`src/design/bsc_pkg.sv`:
```
// Package for the bounding sphere centroid block: sizes, types, queue entry.
// No dependencies.
package bsc_pkg;
   localparam int MaxVerts = 1024;
   localparam int AddrW = $clog2(MaxVerts);
   localparam int CountW = AddrW + 1;
   localparam int SumW = 16 + CountW;
   localparam int QueueDepth = 4;
   localparam int QPtrW = $clog2(QueueDepth);

   typedef struct packed {
      logic signed [15:0] x;
      logic signed [15:0] y;
      logic signed [15:0] z;
      logic               last;
   } vertex_type;

   typedef struct packed {
      logic signed [15:0] center_x;
      logic signed [15:0] center_y;
      logic signed [15:0] center_z;
      logic [17:0]        radius;
      logic               overflow;
   } result_type;

   // Front to back: one classified transaction.
   typedef struct packed {
      logic signed [15:0] x;
      logic signed [15:0] y;
      logic signed [15:0] z;
      logic               store;
      logic               last;
   } cmd_type;
endpackage

```
`src/design/bsc_queue.sv`:
```
// Short FIFO between front and back.
// Depends on bsc_pkg.
module bsc_queue import bsc_pkg::*; (
   input  logic    clock,
   input  logic    reset,
   input  logic    wr_valid,
   output logic    wr_ready,
   input  cmd_type wr_data,
   output logic    rd_valid,
   input  logic    rd_ready,
   output cmd_type rd_data
);
   cmd_type            mem_ff [QueueDepth];
   logic [QPtrW-1:0]   wp_ff, rp_ff;
   logic [QPtrW:0]     cnt_ff;
   logic               push, pop;

   assign wr_ready = (cnt_ff != (QPtrW+1)'(QueueDepth));
   assign rd_valid = (cnt_ff != '0);
   assign rd_data = mem_ff[rp_ff];
   assign push = wr_valid && wr_ready;
   assign pop = rd_valid && rd_ready;

   always_ff @(posedge clock) begin
      if (reset) begin
         wp_ff <= '0;
         rp_ff <= '0;
         cnt_ff <= '0;
      end else begin
         if (push) wp_ff <= wp_ff + 1'b1;
         if (pop) rp_ff <= rp_ff + 1'b1;
         if (push && !pop) cnt_ff <= cnt_ff + 1'b1;
         else if (pop && !push) cnt_ff <= cnt_ff - 1'b1;
      end
   end

   always_ff @(posedge clock) begin
      if (push) mem_ff[wp_ff] <= wr_data;
   end
endmodule

```
`config.mk`:
```
export PLATFORM = sky130hd
export DESIGN_NAME = bsc_queue
export DESIGN_NICKNAME = d
export VERILOG_FILES = /design/src/design/bsc_pkg.sv /design/src/design/bsc_queue.sv
export SDC_FILE = /design/constraint.sdc
export NUM_CORES = 1
export LEC_CHECK = 0
export BUFFER_PORTS_ARGS = -buffer_cell sky130_fd_sc_hd__buf_2
export CELL_PAD_IN_SITES_DETAIL_PLACEMENT = 0
export CELL_PAD_IN_SITES_GLOBAL_PLACEMENT = 2
export CORE_AREA = 8 8 149 151
export CTS_CLUSTER_DIAMETER = 100
export DETAILED_ROUTE_END_ITERATION = 8
export DIE_AREA = 0 0 157 159
export PLACE_DENSITY = 0.79
export SYNTH_ARGS = -nofsm -noshare
export SYNTH_HDL_FRONTEND = slang
export SYNTH_SLANG_ARGS = --single-unit
```
`constraint.sdc`:
```
create_clock -name clock -period 3.3 [get_ports clock]
set_input_delay 0.66 -clock clock [delete_from_list [all_inputs] [get_ports clock]]
set_output_delay 0.66 -clock clock [all_outputs]
set_load 0.005 [all_outputs]
```
After elaboration in Yosys (flattened, before gate mapping)

Memory sizes are Yosys's and may differ from the RTL's. A register that Yosys moved wholly into a read port is not among the register bits.
Index checks and enable logic that the tools add are counted.

Memory bits (writable): 200
Memories: 1
Register bits: 7
Output and inout bits: 52
Input bits: 54
Logic and storage cells: 23

Memory list:

| name   | words | bits a word | rd ports | clocked after Yosys merged registers in | write ports | line            | text |
|---|---|---|---|---|---|---|---|
| mem_ff | 4     | 50          | 1        | 1                                       | 1           | bsc_queue.sv:13 | `cmd_type mem_ff [QueueDepth];` |

$add $sub $neg: 4
Multiplexer cells: 6
Equality and inequality tests: 1
Reduce and logical (&&, ||, !) cells: 8

Operators by type and width:

| operator              | count |
|---|---|
| $mux W3               | 2 |
| $add A2 B1 Y2 const B | 2 |
| $logic_and A1 B1 Y1   | 4 |
| $mux W2               | 2 |
| $add A3 B1 Y3 const B | 1 |
| $ne A3 B3 Y1 const B  | 1 |
| $reduce_bool A3 Y1    | 1 |
| $sub A3 B1 Y3 const B | 1 |
| $logic_not A1 Y1      | 2 |
| $mux W1               | 2 |
| $reduce_bool A2 Y1    | 1 |

Logic depth before layout (Yosys ltp)

Depth in word-level cells: 6
Depth in mapped cells: 8
Gate-level depth less buffers: 8

Worst setup path after synthesis

No wires, ideal clock.

Kind: input to register
From: input wr_valid
To: memory mem_ff[0][0] in the netlist's numbering, enable pin
Library setup time: 413 ps
Buffers on the path: 0
Required time: 2887 ps
Stages: 2
Slack: 729 ps
Arrival: 2159 ps
Path through: a21boi_2 and2_1

Word-level cells in the longest chain between the ends: 3

Ends and longest elaborated chain:

| element                       | line            | text |
|---|---|---|
| from (decl)                   | bsc_queue.sv:6  | `input logic wr_valid,` |
| $logic_and A1 B1 Y1           | bsc_queue.sv:21 | `assign push = wr_valid && wr_ready;` |
| $mux W1                       | bsc_queue.sv:38 | `if (push) mem_ff[wp_ff] <= wr_data;` |
| $mux W1 (not written as such) | bsc_queue.sv:38 |  |
| to (decl)                     | bsc_queue.sv:13 |  |

No other way between the ends.

==> reports/metrics.cfg <==
[outcome]
status = finished clean

[critical_path]
ff2ff_setup_slack_ns = 1.04
slowest_stage = dfxtp_2
slowest_delay_ns = 0.66
end_kind = output port
r2r_start = cnt_ff[0]$_SDFFE_PP0P_
worstSetupPathType = flop to output port
reg2reg_to = cnt_ff[2]$_SDFFE_PP0P_
critPathRequiredTime_ns = 2.64
critPathLaunchType = flop
critPathCapture = rd_data[0]
rr_worst_depth = 8
cp_max_fo = 18
arrival_ns = 2.05
crit_chain = buf_4 > mux4_2 > buf_2

[layout]
multiInputGateArea_um2 = 1400
n_antenna_cell = 0
final-seq-area_um2 = 6190
stdcell_area_um2 = 9240
fin_nets = 494
syn2layout_area_growth_pct = 19.4
finalNonFillerCells = 720
drive_above_1_share_pct = 44.0
fillers = 1676

[cts]
cts_buffer_depth = 3
clock_sinks = 209
cts_max_level = 1
cts_resized = 0
path_clk_slew_ns = 0.06
cts_buffers = 22
ctsHoldBuffers = 0
clk_latency_ns = 0.49
cts-root-buf = clkbuf_16
postCtsSetupRepairBufs = 0
cts_tree = done

[die]
initial_core_util_pct = 39.0
ios = 106
die_x_um = 157
rows = 52
core_area_um2 = 19800
die_height_um = 159
fp.dieArea_um2 = 25000

[sta]
rsz0062_at_grt = no
min_period_ns = 2.71
fin_crit_sh_pct = 82.1
fin_setup_tns_ns = 0
fmax_mhz = 369
finalHoldViolCount = 0
finClkSkew_ns = 0.0107
worst-slew-pin-transition_ns = 0.517
setup_violations = 0
drv_slew = 0
slew_headroom_pct = 65.6

[drt]
drc = 0
via_per_inst = 4.79
dr.pass1.iters = 4
postRouteAntennaNets = 0
wl_per_cell_um = 19.9
vias = 3450
drtIter0Drc = 182
wirelength_um = 14300

[global_route]
antenna_found_initial = 3
grt_overflow_total = 0
grt_pass1_vias = 3956
grt_max_degree = 44
grt_pass1_wl_um = 22300
grt_usage_pct = 11.6

[synthesis]
yosys.area_share.simple_pct = 1.08
synth_top_family_by_area = multiplexers
synthMuxAreaShare_pct = 15.0
netlist_instances = 310
syn_nets = 370
yosysUniqueCellTypes = 24
seq_area_frac_synth_pct = 79.9
synth_compound_area_share_pct = 0.485
yosysWarnings = 0
synth-adder-area-share_pct = 1.07
synth-seq-cells = 209
syn-mean-instance-area_um2 = 25.0
synth_xor_area_share_pct = 0.453
syn-cell-area_um2 = 7740

[placement]
placedInstanceArea_um2 = 8590
hpwl_um = 8760
portBuffers = 105
gp_congestion = 0.660
place_inst = 680

[power_and_ir_drop]
p_per_area_nw_per_um2 = 764
ir_drop_uv = 357
leakagePower_uw = 0.00309

[worst_hold_path]
hold_path.class = input port to flop

[run]
cap_viol_max_count = 0

==> per-layer routing <==
layer / global-route usage, % / share of wire, %
met3: 3.61 / 6.8
met5: 0 / 0.25
met2: 20.0 / 51
met4: 3.19 / 1.6
met1: 13.7 / 40
==> worst max-delay path: cells and delay by family, from the launching register on <==
family / cells / cell delay (ns)
flops: 1 / 0.66
mux: 1 / 0.36
buf+inv: 2 / 0.53
==> logic make-up (layout without fill, tap and decap cells) <==
group | Yosys count | after routing
DFF | 209 | 209
adders and majority gates | 6 | 6
xor gates and xnor gates | 4 | 4
muxes | 53 | 53
and+or+nand+nor | 17 | 17
buffers and inverters | 16 | 156
AOI/OAI and AO/OA | 5 | 5
==> how the worst min path moves through the flow <==
stage	from	to	slack (ns)	cells after the start
after global routing	wr_data[5]	mem_ff[3][5]$_DFFE_PP_	0.36	1
after global placement	wp_ff[1]$_SDFFE_PP0P_	wp_ff[1]$_SDFFE_PP0P_	0.50	2
after CTS	wr_data[38]	mem_ff[3][38]$_DFFE_PP_	0.35	1
final	wr_data[38]	mem_ff[3][38]$_DFFE_PP_	0.38	1
after floorplan	wp_ff[1]$_SDFFE_PP0P_	wp_ff[1]$_SDFFE_PP0P_	0.48	2
after detailed placement	rp_ff[0]$_SDFFE_PP0P_	rp_ff[0]$_SDFFE_PP0P_	0.52	2
==> registers in the layout (all words and copies together), names as in the netlist, named ones only <==
signal	cells
cnt_ff	3
mem_ff	200
wp_ff	2
rp_ff	2
==> Yosys cell counts <==
cell type  count  area, µm²
buf_6          1       11.3
buf_12         5        100
mux2_2         1       11.3
ha_1           5       62.6
nor2_1         8       30.0
fa_1           1       20.0
nand2b_1       2       12.5
a21boi_2       1       11.3
dfxtp_1        9        180
a21oi_1        1       5.00
inv_1          3       11.3
mux2i_1        2       20.0
buf_2          5       25.0
nand2_1        1       3.75
clkbuf_1       1       3.75
edfxtp_1     200       6010
o21ai_0        1       5.00
or3_1          2       12.5
o311ai_0       1       8.76
buf_1          1       3.75
xor2_1         4       35.0
mux4_2        50       1130
o31ai_1        1       7.51
and2_1         4       25.0
==> area by class of cell <==
cell class,instances,area share (%)
flip-flops and latches,209,67.0
multi-input cells,85,15.2
repair buffers,113,7.01
clock buffers,30,6.51
well taps,270,3.66
clock inverters,10,0.528
inverters,3,0.122
==> metrics by stage <==
step                      utilization (%)  worst slack (ns)  hold slack [ns]  power [µW]
after floorplan                         -             0.729            0.482        4420
after detailed placement             43.3             0.857            0.521        4960
after global routing                 46.6             0.465            0.363        7400
after CTS                            46.6             0.516            0.354        7210
after global placement               43.3             0.942            0.495        4920
final                                46.6             0.591            0.377        7060
==> placed cells by master, fill, tap and decap left out <==
master      synthesis  final
dfxtp_2             0      1
or3_1               2      2
buf_2               5    105
buf_4               0      3
clkinvlp_4          0      1
inv_1               3      3
nand2_1             1      1
mux2i_1             2      2
xor2_1              4      4
o21ai_0             1      1
clkbuf_1            1      7
clkbuf_16           0     23
ha_1                5      5
nand2b_1            2      2
clkinv_2            0      2
fa_1                1      1
mux4_2             50     50
dfxtp_4             0      1
and2_2              0      4
edfxtp_1          200    200
o311ai_0            1      1
clkinv_1            0      6
a21oi_1             1      1
a21boi_2            1      1
nor2_1              8      8
o31ai_1             1      1
dfxtp_1             9      7
mux2_2              1      1
buf_12              5      5
inv_6               0      1
==> power breakdown <==
group	internal [µW]	total, µW	switching [µW]
Combinational	793	1510	716
Sequential	3220	3320	100
Clock	1280	2220	947
Note: power is estimated with default switching activity, not from simulation.
