--- src/design/bsc_pkg.sv ---
// Package for the bounding sphere centroid block: sizes, types, queue entry.
// No dependencies.
package bsc_pkg;
   localparam int MaxVerts = 1024;
   localparam int AddrW = $clog2(MaxVerts);
   localparam int CountW = AddrW + 1;
   localparam int SumW = 16 + CountW;
   localparam int QueueDepth = 4;
   localparam int QPtrW = $clog2(QueueDepth);

   typedef struct packed {
      logic signed [15:0] x;
      logic signed [15:0] y;
      logic signed [15:0] z;
      logic               last;
   } vertex_type;

   typedef struct packed {
      logic signed [15:0] center_x;
      logic signed [15:0] center_y;
      logic signed [15:0] center_z;
      logic [17:0]        radius;
      logic               overflow;
   } result_type;

   // Front to back: one classified transaction.
   typedef struct packed {
      logic signed [15:0] x;
      logic signed [15:0] y;
      logic signed [15:0] z;
      logic               store;
      logic               last;
   } cmd_type;
endpackage

--- src/design/bsc_front.sv ---
// Front: accepts vertices, tracks fill level, classifies store or drop.
// Depends on bsc_pkg.
module bsc_front import bsc_pkg::*; (
   input  logic       clock,
   input  logic       reset,
   input  logic       in_valid,
   output logic       in_ready,
   input  vertex_type in_data,
   output logic       cmd_valid,
   input  logic       cmd_ready,
   output cmd_type    cmd_data
);
   logic [CountW-1:0] fill_ff, fill_in;

   assign in_ready = cmd_ready;
   assign cmd_valid = in_valid;
   always_comb begin
      cmd_data.x = in_data.x;
      cmd_data.y = in_data.y;
      cmd_data.z = in_data.z;
      cmd_data.last = in_data.last;
      cmd_data.store = (fill_ff != CountW'(MaxVerts));
      fill_in = fill_ff;
      if (in_valid && cmd_ready) begin
         if (in_data.last) fill_in = '0;
         else if (cmd_data.store) fill_in = fill_ff + 1'b1;
      end
   end

   always_ff @(posedge clock) begin
      if (reset) fill_ff <= '0;
      else fill_ff <= fill_in;
   end
endmodule

--- config.mk ---
export PLATFORM = sky130hd
export DESIGN_NAME = bsc_front
export DESIGN_NICKNAME = d
export VERILOG_FILES = /design/src/design/bsc_pkg.sv /design/src/design/bsc_front.sv
export SDC_FILE = /design/constraint.sdc
export NUM_CORES = 1
export LEC_CHECK = 0
export BUFFER_PORTS_ARGS = -buffer_cell sky130_fd_sc_hd__buf_2
export CAP_MARGIN = 5
export CORE_UTILIZATION = 36
export CTS_BUF_LIST = sky130_fd_sc_hd__clkbuf_8 sky130_fd_sc_hd__clkbuf_16
export DETAILED_ROUTE_END_ITERATION = 6
export PLACE_DENSITY = 0.79
export SLEW_MARGIN = 20
export SYNTH_ARGS = -nofsm -noshare
export SYNTH_HDL_FRONTEND = slang
export SYNTH_SLANG_ARGS = --single-unit
--- constraint.sdc ---
create_clock -name clock -period 2.16 [get_ports clock]
set_clock_uncertainty 0.05 [all_clocks]
set_input_delay 0 -clock clock [delete_from_list [all_inputs] [get_ports clock]]
set_output_delay 0 -clock clock [all_outputs]
set_load 0.03 [all_outputs]
After elaboration in Yosys (flattened, before gate mapping)
Index checks and enable logic that the tools add are counted.
{ "op_classes": {"add_sub_neg": 1, "n_eq_ne": 1, "n_mux": 2, "n_reduce_logical": 3} }
{ "ops": {"columns": ["operator", "count"], "rows": [
  ["two-way mux 11 bit", 2],
  ["adder 11 x 1 -> 11 bit, second input constant", 1],
  ["inequality test 11 bit, second input constant", 1],
  ["AND reduction 2 bit", 1],
  ["nonzero test 2 bit", 1],
  ["logical AND 1 bit", 1]
]} }
{ "word_totals": {"register_bits": 11, "in_bits": 53, "elab_cells": 8} }

Depth between registers and ports, before layout
Gate-level depths: netlist of run 1.
{ "logic_depth": {"ltp_word": 3, "depth_mapped": 7, "depth_no_buf": 6} }

Least setup slack after synthesis of run 1
OpenSTA, ideal clock, no wires.
{ "synth_timing": {"kind": "register -> register", "start": "register fill_ff[0]", "end": "register fill_ff[7]", "arrival_time_ps": 1775, "t_required_ps": 2040, "setup_slack_ps": 265, "stages_incl_launch_ff": 8, "path_buffers": 1, "period_less_slack_ps": 1895, "cell_sequence": "dfxtp_1 > inv_1 > ha_1 > nor4b_2 > a311oi_2 > buf_6 > or4b_1 > a21oi_1"} }
{ "synth_via": {"elab_chain_len": 3, "elab_cells_between_ends": 6, "cone_classes": "add/sub (1); eq/ne (1); mux (2); reduce/logical (2)"} }
{ "synth_rtl": {"columns": ["item", "line", "rtl"], "rows": [
  ["start: declaration", "bsc_front.sv:13", "logic [CountW-1:0] fill_ff, fill_in;"],
  ["start signal: assignment", "bsc_front.sv:32", "else fill_ff <= fill_in;"],
  ["adder 11 x 1 -> 11 bit / inequality test 11 bit (equally long branches)", "bsc_front.sv:26, bsc_front.sv:22", null],
  ["two-way mux 11 bit / nonzero test 2 bit (equally long branches)", null, null],
  ["two-way mux 11 bit / AND reduction 2 bit (equally long branches)", null, null]
]} }
Parallel ways exist; a longest one is shown, timed or not. The select of a mux whose other input is x is not followed.
A chain may end at the register's enable or synchronous reset.

Worst setup path after layout of run 1
{ "layout_timing": {"start": "register fill_ff[0]", "end": "register fill_ff[4]"} }
Same word-level chain as after synthesis.

==> flow_summary_export.csv, run 1 <==
group,metric,value,unit
run_status,status,"complete, no violations",
finish,final_layout_size_suffix_gt1_share,13.6,%
clock_tree,clock_tree.buffer_depth,2,
finish,synthToLayoutAreaGrowth,19.1,%
power_and_ir_drop,static-leakage-power,0.000457,uW
logic_synthesis,synth_seq_cells,11,
min_path,min_from,"reset",
sta,clock.fmax,508,MHz
worst_setup_path,r2r_setup_slack,0.19,ns
logic_synthesis,synthesis.area_per_instance,8.25,sq um
grt,grt_first_pass_wirelength,3760,um
worst_setup_path,worst-setup-path-type,"reg -> reg",
worst_setup_path,worst_setup_path_end_kind,"register",
detailed_routing,post-route-drc-count,0,
floorplan,horizontal_die_dimension,55.7,um
worst_setup_path,crit_path_start_kind,"register",
clock_tree,cts_root_buf,"sky130_fd_sc_hd__clkbuf_8",
finish,multiInputGateArea,387,sq um
floorplan,rows,19,
logic_synthesis,synth-main-ff-cell,"sky130_fd_sc_hd__dfxtp_1",
sta,final_max_slew_viol_count,0,
sta,finalSetupViolations,0,
grt,pin_count_of_the_biggest_net_entering_global_routing,13,
grt,grt.overflow.total,0,
finish,fillerInstances,263,
finish,antennaDiodeCount,0,
power_and_ir_drop,power_per_cell_area,507,nW/um^2
finish,largest_reg_flops,11,
finish,ff_latch_area,220,sq um
floorplan,start_util,37.7,%
power_and_ir_drop,ir_drop_worst_case_vdd,522,uV
floorplan,floorplan.core_area,2760,sq um
detailed_routing,first_iter_violations,59,
logic_synthesis,post_synth_inst_count,126,
detailed_routing,routed-via-count,894,
floorplan,dieArea,3110,sq um
detailed_routing,final_antenna_net_count,0,
grt,first_global_vias,790,
finish,nets,188,
logic_synthesis,synth_seq_area_share,21.2,%
clock_tree,clkTransAtPathRegs,0.05,ns
placement,port_buffers,8,
logic_synthesis,post_synth_main_area_contributors,"sky130_fd_sc_hd__buf_4 38%, sky130_fd_sc_hd__dfxtp_1 21%, sky130_fd_sc_hd__a311oi_1 3.4%",
logic_synthesis,synth-edff-count,0,
grt,track_usage,15.0,%
worst_setup_path,path_cells,"inv_1 -> ha_1 -> nor4b_2 -> a311oi_2 -> buf_4 -> a41oi_1 -> a311oi_1",
sta,grt_setup_unrepaired,"no",
clock_tree,tritoncts,"built",
clock_tree,clkSinkCount,11,
sta,post-route-min-period,1.97,ns
job,drv_cap,0,
worst_setup_path,arrival,2.06,ns
finish,layout_top_registers,"fill_ff (11)",
detailed_routing,total_detailed_routing_wirelength,2460,um
logic_synthesis,synthDominantCellAreaShare,37.5,%
worst_setup_path,crit_path_max_incr_delay,0.42,ns
placement,place_worst_setup_slack,0.222,ns
worst_setup_path,worstPathMaxFanout,8,
clock_tree,post-cts-setup-buffers,0,
sta,timing.max_slew.rel_slack,74.1,%
detailed_routing,detail_route.first_pass.iterations,4,
worst_setup_path,timing.critical_path.required,2.26,ns
logic_synthesis,number_of_unique_standard_cell_types_used_by_synthesis,29,
sta,fin_ws,0.193,ns
sta,post_route_setup_tns,0,ns
finish,final_util,44.9,%
sta,tightest_slew,0.388,ns
grt,antenna_violations_before_repair,0,
logic_synthesis,ys_async_sr_fraction,0,%
clock_tree,clock_latency,0.24,ns
detailed_routing,routed_via_density,5.48,
logic_synthesis,yosys_warnings,0,
worst_setup_path,regToRegStartpoint,"fill_ff[0]",
min_path,hp-class,"in -> reg",
clock_tree,cts-htree-levels,1,
placement,place_congestion,0.851,
detailed_routing,wire_length_per_cell_after_detailed_routing,15.1,um
clock_tree,cts_made_buffers,3,
logic_synthesis,netlist.top_cell.by_area,"sky130_fd_sc_hd__buf_4",
logic_synthesis,mappedNetlistArea,1040,sq um
floorplan,die-height,55.7,um
floorplan,i_o_pin_count,105,
finish,top_register,"fill_ff",
worst_setup_path,critical_path.startpoint,"fill_ff[0]",
placement,place.detailed.hpwl,1580,um
sta,hold_violations,0,
finish,finish.cell_count_without_fillers,163,
worst_setup_path,slowest_stage,"sky130_fd_sc_hd__dfxtp_1",
placement,placed_instances,111,
sta,timing.final.crit_share,91.1,%
logic_synthesis,postSynthNetCount,181,
-- power breakdown --
group | internal, uW | total, uW | switching (uW)
clock network | 127 | 209 | 81.6
registers | 204 | 206 | 1.95
logic | 73.2 | 213 | 140
-- routing by layer --
metal | vias up | GRT usage, % | share of wire, %
li1 | 404 | - | -
met1 | 409 | 16.2 | 35
met2 | 77 | 28.6 | 53
met3 | 4 | 5.58 | 12
met4 | 0 | 1.07 | 0.57
met5 | - | 0 | 0
-- worst max-delay path, delay by kind of cell (launching register included) --
| family | cells | cell delay [ns] |
|---|---|---|
| buffers and inverters | 2 | 0.30 |
| AND/OR/NAND/NOR | 1 | 0.18 |
| adder cells (fa/ha/maj) | 1 | 0.20 |
| flip-flops | 1 | 0.42 |
| AO/OA/AOI/OAI | 3 | 0.73 |
-- placed cells by master, fill, tap and decap left out --
cell type                       instances
sky130_fd_sc_hd__dlygate4sd3_1         48
sky130_fd_sc_hd__dfxtp_1               11
sky130_fd_sc_hd__nand2_1                9
sky130_fd_sc_hd__buf_2                  8
sky130_fd_sc_hd__nand3_1                5
sky130_fd_sc_hd__nor2_1                 4
sky130_fd_sc_hd__a41oi_1                4
sky130_fd_sc_hd__o21ai_0                4
sky130_fd_sc_hd__a21oi_1                4
sky130_fd_sc_hd__a31oi_1                4
sky130_fd_sc_hd__a311oi_1               4
sky130_fd_sc_hd__inv_1                  3
sky130_fd_sc_hd__clkbuf_8               3
sky130_fd_sc_hd__nor4b_2                2
sky130_fd_sc_hd__and4_1                 2
sky130_fd_sc_hd__ha_1                   2
sky130_fd_sc_hd__buf_4                  2
sky130_fd_sc_hd__a311oi_2               1
sky130_fd_sc_hd__or4b_1                 1
sky130_fd_sc_hd__nand3b_1               1
sky130_fd_sc_hd__and4_2                 1
sky130_fd_sc_hd__and3_1                 1
sky130_fd_sc_hd__nor2b_1                1
sky130_fd_sc_hd__a32o_1                 1
sky130_fd_sc_hd__nand2b_1               1
sky130_fd_sc_hd__a211oi_1               1
sky130_fd_sc_hd__nand4bb_1              1
sky130_fd_sc_hd__nand4_1                1
sky130_fd_sc_hd__or3b_1                 1
sky130_fd_sc_hd__clkinv_2               1
-- worst paths after layout --
check | depth (start not counted) | end
worst max-delay path | 7 | fill_ff[4]
worst min-delay path | 2 | fill_ff[8]
worst max register to register | 7 | fill_ff[4]
worst min register to register | 2 | fill_ff[9]
-- Yosys cell counts, types with 3 or more instances --
cell                       count
sky130_fd_sc_hd__a21oi_1       4
sky130_fd_sc_hd__a311oi_1      4
sky130_fd_sc_hd__a31oi_1       4
sky130_fd_sc_hd__a41oi_1       4
sky130_fd_sc_hd__buf_4        52
sky130_fd_sc_hd__dfxtp_1      11
sky130_fd_sc_hd__inv_1         3
sky130_fd_sc_hd__nand2_1       9
sky130_fd_sc_hd__nand3_1       5
sky130_fd_sc_hd__nor2_1        4
sky130_fd_sc_hd__o21ai_0       4
-- timing repair --
action	in CTS	in global routing
endpoints found under the hold margin	48	0
gates resized for setup	0	0
hold buffers	48	0
-- per-stage QoR --
stage / hold WS (ns) / power [uW] / area (sq um)
6_report: 0.0378 / 628 / 1240
5_1_grt: 0.0486 / 654 / 1240
4_1_cts: 0.0345 / 631 / 1240
3_5_place_dp: -0.0498 / 250 / 712
3_3_place_gp: -0.0498 / 248 / 712
2_1_floorplan: 0.0817 / 406 / 1040
-- area by class of cell --
cell class | count | share of cell area (%)
clock buffers | 3 | 3.33
repair buffers | 58 | 43.2
well taps | 31 | 3.13
flip-flops and latches | 11 | 17.8
inverters | 3 | 0.909
multi-input cells | 56 | 31.2
clock inverters | 1 | 0.404
-- kinds of logic after synthesis --
| logic type | synth area share (%) |
|---|---|
| buffers and inverters | 41.6 |
| adder cells (fa/ha/maj) | 2.41 |
| AO/OA/AOI/OAI | 16.1 |
| AND/OR/NAND/NOR | 18.7 |
| flip-flops | 21.2 |
Note: power is estimated with default switching activity, not from simulation.
==> run 2: changes to the inputs <==
Settings changed: SETUP_SLACK_MARGIN set to 0.5, SKIP_LAST_GASP set to 1.
==> run 2 against run 1 <==
Against the previous run:
- die area unchanged
- total power up 2.6%
- setup slack improved by 0.10 ns
- design area is 13% higher
- via count is 14% higher
- non-clock buffer count increased by 11
- critical path depth stayed put
- sequential power barely moved
- cell count is 6.7% higher
- sequential cell count stayed put
- highest routed layer unchanged
==> flow_summary_export.csv, run 2 (synthesized netlist as in run 1, its figures left out) <==
group,metric,value,unit
run_status,status,"complete, no violations",
sta,post_route_setup_tns,0,ns
power_and_ir_drop,ir_drop_worst_case_vdd,498,uV
clock_tree,clkTransAtPathRegs,0.05,ns
clock_tree,cts_made_buffers,3,
worst_setup_path,crit_path_start_kind,"register",
sta,timing.final.crit_share,86.4,%
finish,layout_top_registers,"fill_ff (11)",
worst_setup_path,worst_setup_path_end_kind,"register",
finish,final_layout_size_suffix_gt1_share,28.7,%
floorplan,start_util,37.7,%
detailed_routing,wire_length_per_cell_after_detailed_routing,17.8,um
clock_tree,clock_tree.buffer_depth,2,
sta,tightest_slew,0.399,ns
min_path,hp-class,"in -> reg",
power_and_ir_drop,power_per_cell_area,462,nW/um^2
worst_setup_path,worstPathMaxFanout,3,
sta,grt_setup_unrepaired,"yes",
worst_setup_path,arrival,1.99,ns
worst_setup_path,critical_path.startpoint,"fill_ff[0]",
grt,grt.overflow.total,0,
finish,nets,199,
finish,mostFrequentLayoutCells,"48 x sky130_fd_sc_hd__dlygate4sd3_1, 12 x sky130_fd_sc_hd__buf_4, 9 x sky130_fd_sc_hd__nand2_1",
clock_tree,clock_latency,0.24,ns
job,drv_cap,0,
sta,hold_violations,0,
placement,place.detailed.hpwl,1490,um
sta,worst_hold_slack,0.0497,ns
min_path,holdPathStages,2,
grt,pin_count_of_the_biggest_net_entering_global_routing,13,
power_and_ir_drop,static-leakage-power,0.000536,uW
clock_tree,cts_root_buf,"sky130_fd_sc_hd__clkbuf_8",
worst_setup_path,regToRegStartpoint,"fill_ff[0]",
worst_setup_path,setup.worst_path.end,"fill_ff[7]",
floorplan,rows,19,
floorplan,dieArea,3110,sq um
clock_tree,tritoncts,"built",
sta,finalSetupViolations,0,
detailed_routing,routed-via-count,1019,
finish,largest_reg_flops,11,
sta,clock.fmax,536,MHz
detailed_routing,detail_route.first_pass.iterations,4,
finish,antennaDiodeCount,0,
sta,post-route-min-period,1.87,ns
floorplan,horizontal_die_dimension,55.7,um
floorplan,die-height,55.7,um
sta,timing.max_slew.rel_slack,73.3,%
finish,synthToLayoutAreaGrowth,34.1,%
detailed_routing,first_iter_violations,69,
grt,first_global_vias,901,
finish,fillerInstances,247,
worst_setup_path,worst-setup-path-type,"reg -> reg",
worst_setup_path,worstReg2RegEnd,"fill_ff[7]",
detailed_routing,post-route-drc-count,0,
detailed_routing,final_antenna_net_count,0,
finish,final_common_cell,"sky130_fd_sc_hd__dlygate4sd3_1",
detailed_routing,routed_via_density,5.86,
floorplan,i_o_pin_count,105,
detailed_routing,total_detailed_routing_wirelength,3090,um
grt,grt_first_pass_wirelength,4110,um
finish,top_register,"fill_ff",
floorplan,floorplan.core_area,2760,sq um
placement,port_buffers,8,
clock_tree,cts-htree-levels,1,
worst_setup_path,r2r_setup_slack,0.29,ns
grt,antenna_violations_before_repair,0,
grt,track_usage,16.8,%
clock_tree,clkSinkCount,11,
placement,place_congestion,0.849,
worst_setup_path,timing.critical_path.required,2.29,ns
sta,final_max_slew_viol_count,0,
worst_setup_path,r2r.worst_path.cells,7,
==> run 2: cell types whose count changed in the layout (fill, tap and decap cells not counted), moves of 2 or more <==
cell	before	now
sky130_fd_sc_hd__nor4b_2	2	0
sky130_fd_sc_hd__dfxtp_1	11	6
sky130_fd_sc_hd__a41oi_2	0	2
sky130_fd_sc_hd__ha_1	2	0
sky130_fd_sc_hd__a41oi_1	4	2
sky130_fd_sc_hd__nor4b_4	0	2
sky130_fd_sc_hd__buf_4	2	12
sky130_fd_sc_hd__dfxtp_2	0	3
sky130_fd_sc_hd__dfxtp_4	0	2
==> run 2: per-stage QoR <==
step | instances | setup slack (ns) | power (uW) | util [%] | cell area [sq um]
2_1_floorplan | 126 | 0.432 | 407 | - | 1060
3_3_place_gp | 111 | 0.469 | 250 | 26.4 | 728
3_5_place_dp | 111 | 0.360 | 252 | 26.4 | 728
4_1_cts | 170 | 0.401 | 639 | 48.0 | 1320
5_1_grt | 174 | 0.259 | 665 | 50.5 | 1390
6_report | 174 | 0.293 | 644 | 50.5 | 1390
==> run 2: layout make-up <==
type	instances	area, sq um	area share (%)
sequential	11	231	16.6
inverter	3	13.8	0.987
timing repair buffer	69	622	44.6
tap	31	38.8	2.78
clock inverter	1	3.75	0.269
clock buffer	3	41.3	2.96
multi-input combinational	56	443	31.8
==> run 2: layer usage <==
layer | vias up | wire (um) | part of all wire (%) | track usage [%]
met3 | 10 | 286 | 9.2 | 3.49
met1 | 484 | 990 | 32 | 16.9
li1 | 429 | - | - | -
met5 | - | 0 | 0 | 0
met4 | 0 | 61 | 2.0 | 8.93
met2 | 96 | 1750 | 57 | 31.8
==> run 2: worst min path at each step <==
stage	to	startpoint	slack, ns
CTS	fill_ff[1]	reset	0.03
finish	fill_ff[1]	reset	0.05
global placement	cmd_data[11]	in_data[10]	-0.05
detailed placement	cmd_data[11]	in_data[10]	-0.05
global route	fill_ff[1]	reset	0.04
floorplan	cmd_data[0]	in_data[0]	0.08
==> run 2: repair_timing <==
item	in CTS	in global routing
pin swaps	4	7
hold buffers	48	0
setup buffers	7	4
endpoints found under the setup margin	9	11
endpoints found under the hold margin	48	0
resized for setup	3	11
==> run 2: power by group <==
| group | switching, uW | internal [uW] |
|---|---|---|
| Sequential | 1.34 | 203 |
| Combinational | 148 | 85.1 |
| Clock | 82.1 | 125 |
==> run 2: worst max-delay path, stage by stage, from the launching register on <==
cell and delay, ns:
sky130_fd_sc_hd__dfxtp_4 0.36, sky130_fd_sc_hd__inv_2 0.05, sky130_fd_sc_hd__ha_4 0.14, sky130_fd_sc_hd__nor4b_4 0.13
sky130_fd_sc_hd__a311oi_2 0.31, sky130_fd_sc_hd__buf_4 0.18, sky130_fd_sc_hd__or4b_1 0.45, sky130_fd_sc_hd__a21oi_1 0.13
==> run 3: changes to the inputs <==
Settings changed: CORE_UTILIZATION 36 to 38, PLACE_DENSITY 0.79 to 0.83.
Clock period 2.16 ns to 2.2 ns, I/O delays scaled along.
==> run 3 against run 2 <==
Against the previous run:
- maximum frequency up 5.7%
- largest cell class unchanged
- die area down 5.1%
- sequential cell count unchanged
- largest power group unchanged
- count of clock-buffer cells in the layout unchanged
- setup slack better by 0.14 ns
==> flow_summary_export.csv, run 3 (synthesized netlist as in run 1, its figures left out) <==
group,metric,value,unit
grt,pin_count_of_the_biggest_net_entering_global_routing,13,
grt,grt_busiest_layer,"met2",
worst_setup_path,worst-setup-path-type,"reg -> reg",
run_status,status,"complete, no violations",
sta,post-route-min-period,1.77,ns
floorplan,die-height,54.3,um
power_and_ir_drop,static-leakage-power,0.000540,uW
worst_setup_path,timing.critical_path.required,2.32,ns
grt,grt.overflow.total,0,
worst_setup_path,crit_path_start_kind,"register",
detailed_routing,total_detailed_routing_wirelength,3190,um
grt,globalRouteMet1Util,20.3,%
sta,clock.fmax,566,MHz
finish,layout_top_registers,"fill_ff (11)",
power_and_ir_drop,p_total,637,uW
sta,post_route_setup_tns,0,ns
grt,track_usage,19.9,%
floorplan,i_o_pin_count,105,
finish,nets,199,
sta,hold_violations,0,
floorplan,floorplan.core_area,2520,sq um
finish,fillerInstances,226,
worst_setup_path,worst_setup_path_end_kind,"register",
worst_setup_path,arrival,1.89,ns
grt,first_global_vias,830,
finish,largest_reg_flops,11,
clock_tree,cts_root_buf,"sky130_fd_sc_hd__clkbuf_8",
job,drv_cap,0,
worst_setup_path,worstPathMaxFanout,4,
sta,timing.final.crit_share,80.3,%
detailed_routing,post-route-drc-count,0,
sta,grt_setup_unrepaired,"yes",
clock_tree,clkTransAtPathRegs,0.05,ns
finish,mostFrequentLayoutCells,"48 x sky130_fd_sc_hd__dlygate4sd3_1, 11 x sky130_fd_sc_hd__buf_4, 9 x sky130_fd_sc_hd__nand2_1",
grt,grt_first_pass_wirelength,4160,um
power_and_ir_drop,ir_drop_worst_case_vdd,349,uV
placement,place.detailed.hpwl,1870,um
floorplan,dieArea,2950,sq um
sta,finalSetupViolations,0,
detailed_routing,final_antenna_net_count,0,
grt,groute.layer.met3.usage,5.00,%
detailed_routing,routed_via_density,5.53,
clock_tree,clkSinkCount,11,
grt,met2_routing_resource_usage_after_global_routing,38.6,%
clock_tree,clock_latency,0.24,ns
floorplan,rows,18,
clock_tree,cts-htree-levels,1,
detailed_routing,wire_length_per_cell_after_detailed_routing,18.5,um
finish,ff_latch_area,229,sq um
placement,port_buffers,8,
min_path,hp-class,"in -> reg",
floorplan,horizontal_die_dimension,54.3,um
grt,antenna_violations_before_repair,0,
floorplan,start_util,41.2,%
clock_tree,tritoncts,"built",
finish,final_layout_size_suffix_gt1_share,29.4,%
clock_tree,cts_made_buffers,3,
sta,worst_hold_slack,0.0441,ns
sta,timing.max_slew.rel_slack,75.0,%
detailed_routing,routed-via-count,956,
finish,multiInputGateArea,459,sq um
min_path,holdPathStages,2,
finish,top_register,"fill_ff",
clock_tree,clock_tree.buffer_depth,2,
sta,tightest_slew,0.374,ns
placement,place_congestion,0.851,
power_and_ir_drop,power_per_cell_area,452,nW/um^2
finish,final_util,55.8,%
finish,antennaDiodeCount,0,
sta,final_max_slew_viol_count,0,
finish,final_common_cell,"sky130_fd_sc_hd__dlygate4sd3_1",
worst_setup_path,r2r.worst_path.cells,7,
detailed_routing,detail_route.first_pass.iterations,4,
detailed_routing,first_iter_violations,27,
finish,synthToLayoutAreaGrowth,35.4,%
## run 3: cell counts in the layout (fill, tap and decap cells not counted)
No cell type changed its count.
## run 3: timing repair
item | CTS | global route
setup endpoints to repair | 8 | 10
resized for setup | 8 | 6
hold endpoints to repair | 48 | 0
hold buffers | 48 | 0
buffers inserted | 9 | 2
pin swaps | 8 | 5
## run 3: final timing paths
kind                      to       start  slack [ns]
setup / recovery  fill_ff[8]  fill_ff[0]        0.43
hold / removal    fill_ff[7]       reset        0.04
setup reg to reg  fill_ff[8]  fill_ff[0]        0.43
hold reg to reg   fill_ff[9]  fill_ff[9]        0.49
## run 3: area by class of cell
| type | count | area share [%] |
|---|---|---|
| clock inverter | 1 | 0.267 |
| sequential | 11 | 16.3 |
| inverter | 3 | 0.800 |
| multi-input combinational | 56 | 32.6 |
| timing repair buffer | 69 | 44.4 |
| clock buffer | 3 | 2.93 |
| tap | 30 | 2.67 |
## run 3: critical path, stage by stage (launching register included)
cell and delay [ns]:
sky130_fd_sc_hd__dfxtp_4 0.36, sky130_fd_sc_hd__inv_2 0.03, sky130_fd_sc_hd__ha_2 0.15, sky130_fd_sc_hd__nor4b_4 0.13, sky130_fd_sc_hd__a311oi_2 0.32, sky130_fd_sc_hd__buf_4 0.18, sky130_fd_sc_hd__or3b_1 0.34, sky130_fd_sc_hd__a31oi_1 0.14
## run 3: stage by stage
| stage | cells | setup slack [ns] | area (sq um) |
|---|---|---|---|
| 2_1_floorplan | 126 | 0.472 | 1060 |
| 3_3_place_gp | 110 | 0.382 | 727 |
| 3_5_place_dp | 110 | 0.338 | 727 |
| 4_1_cts | 171 | 0.457 | 1360 |
| 5_1_grt | 173 | 0.360 | 1410 |
| 6_report | 173 | 0.434 | 1410 |
## run 3: layer usage
layer / part of all wire [%] / vias up
met4: 0.97 / 0
met1: 35 / 461
met2: 56 / 65
met3: 8.4 / 3
li1: - / 427
met5: 0 / -
## run 3: where the power goes
group	leakage (uW)	internal (uW)	switching, uW
Clock	0.0000269	123	82.1
Sequential	0.0000907	199	1.46
Combinational	0.000422	83.3	148
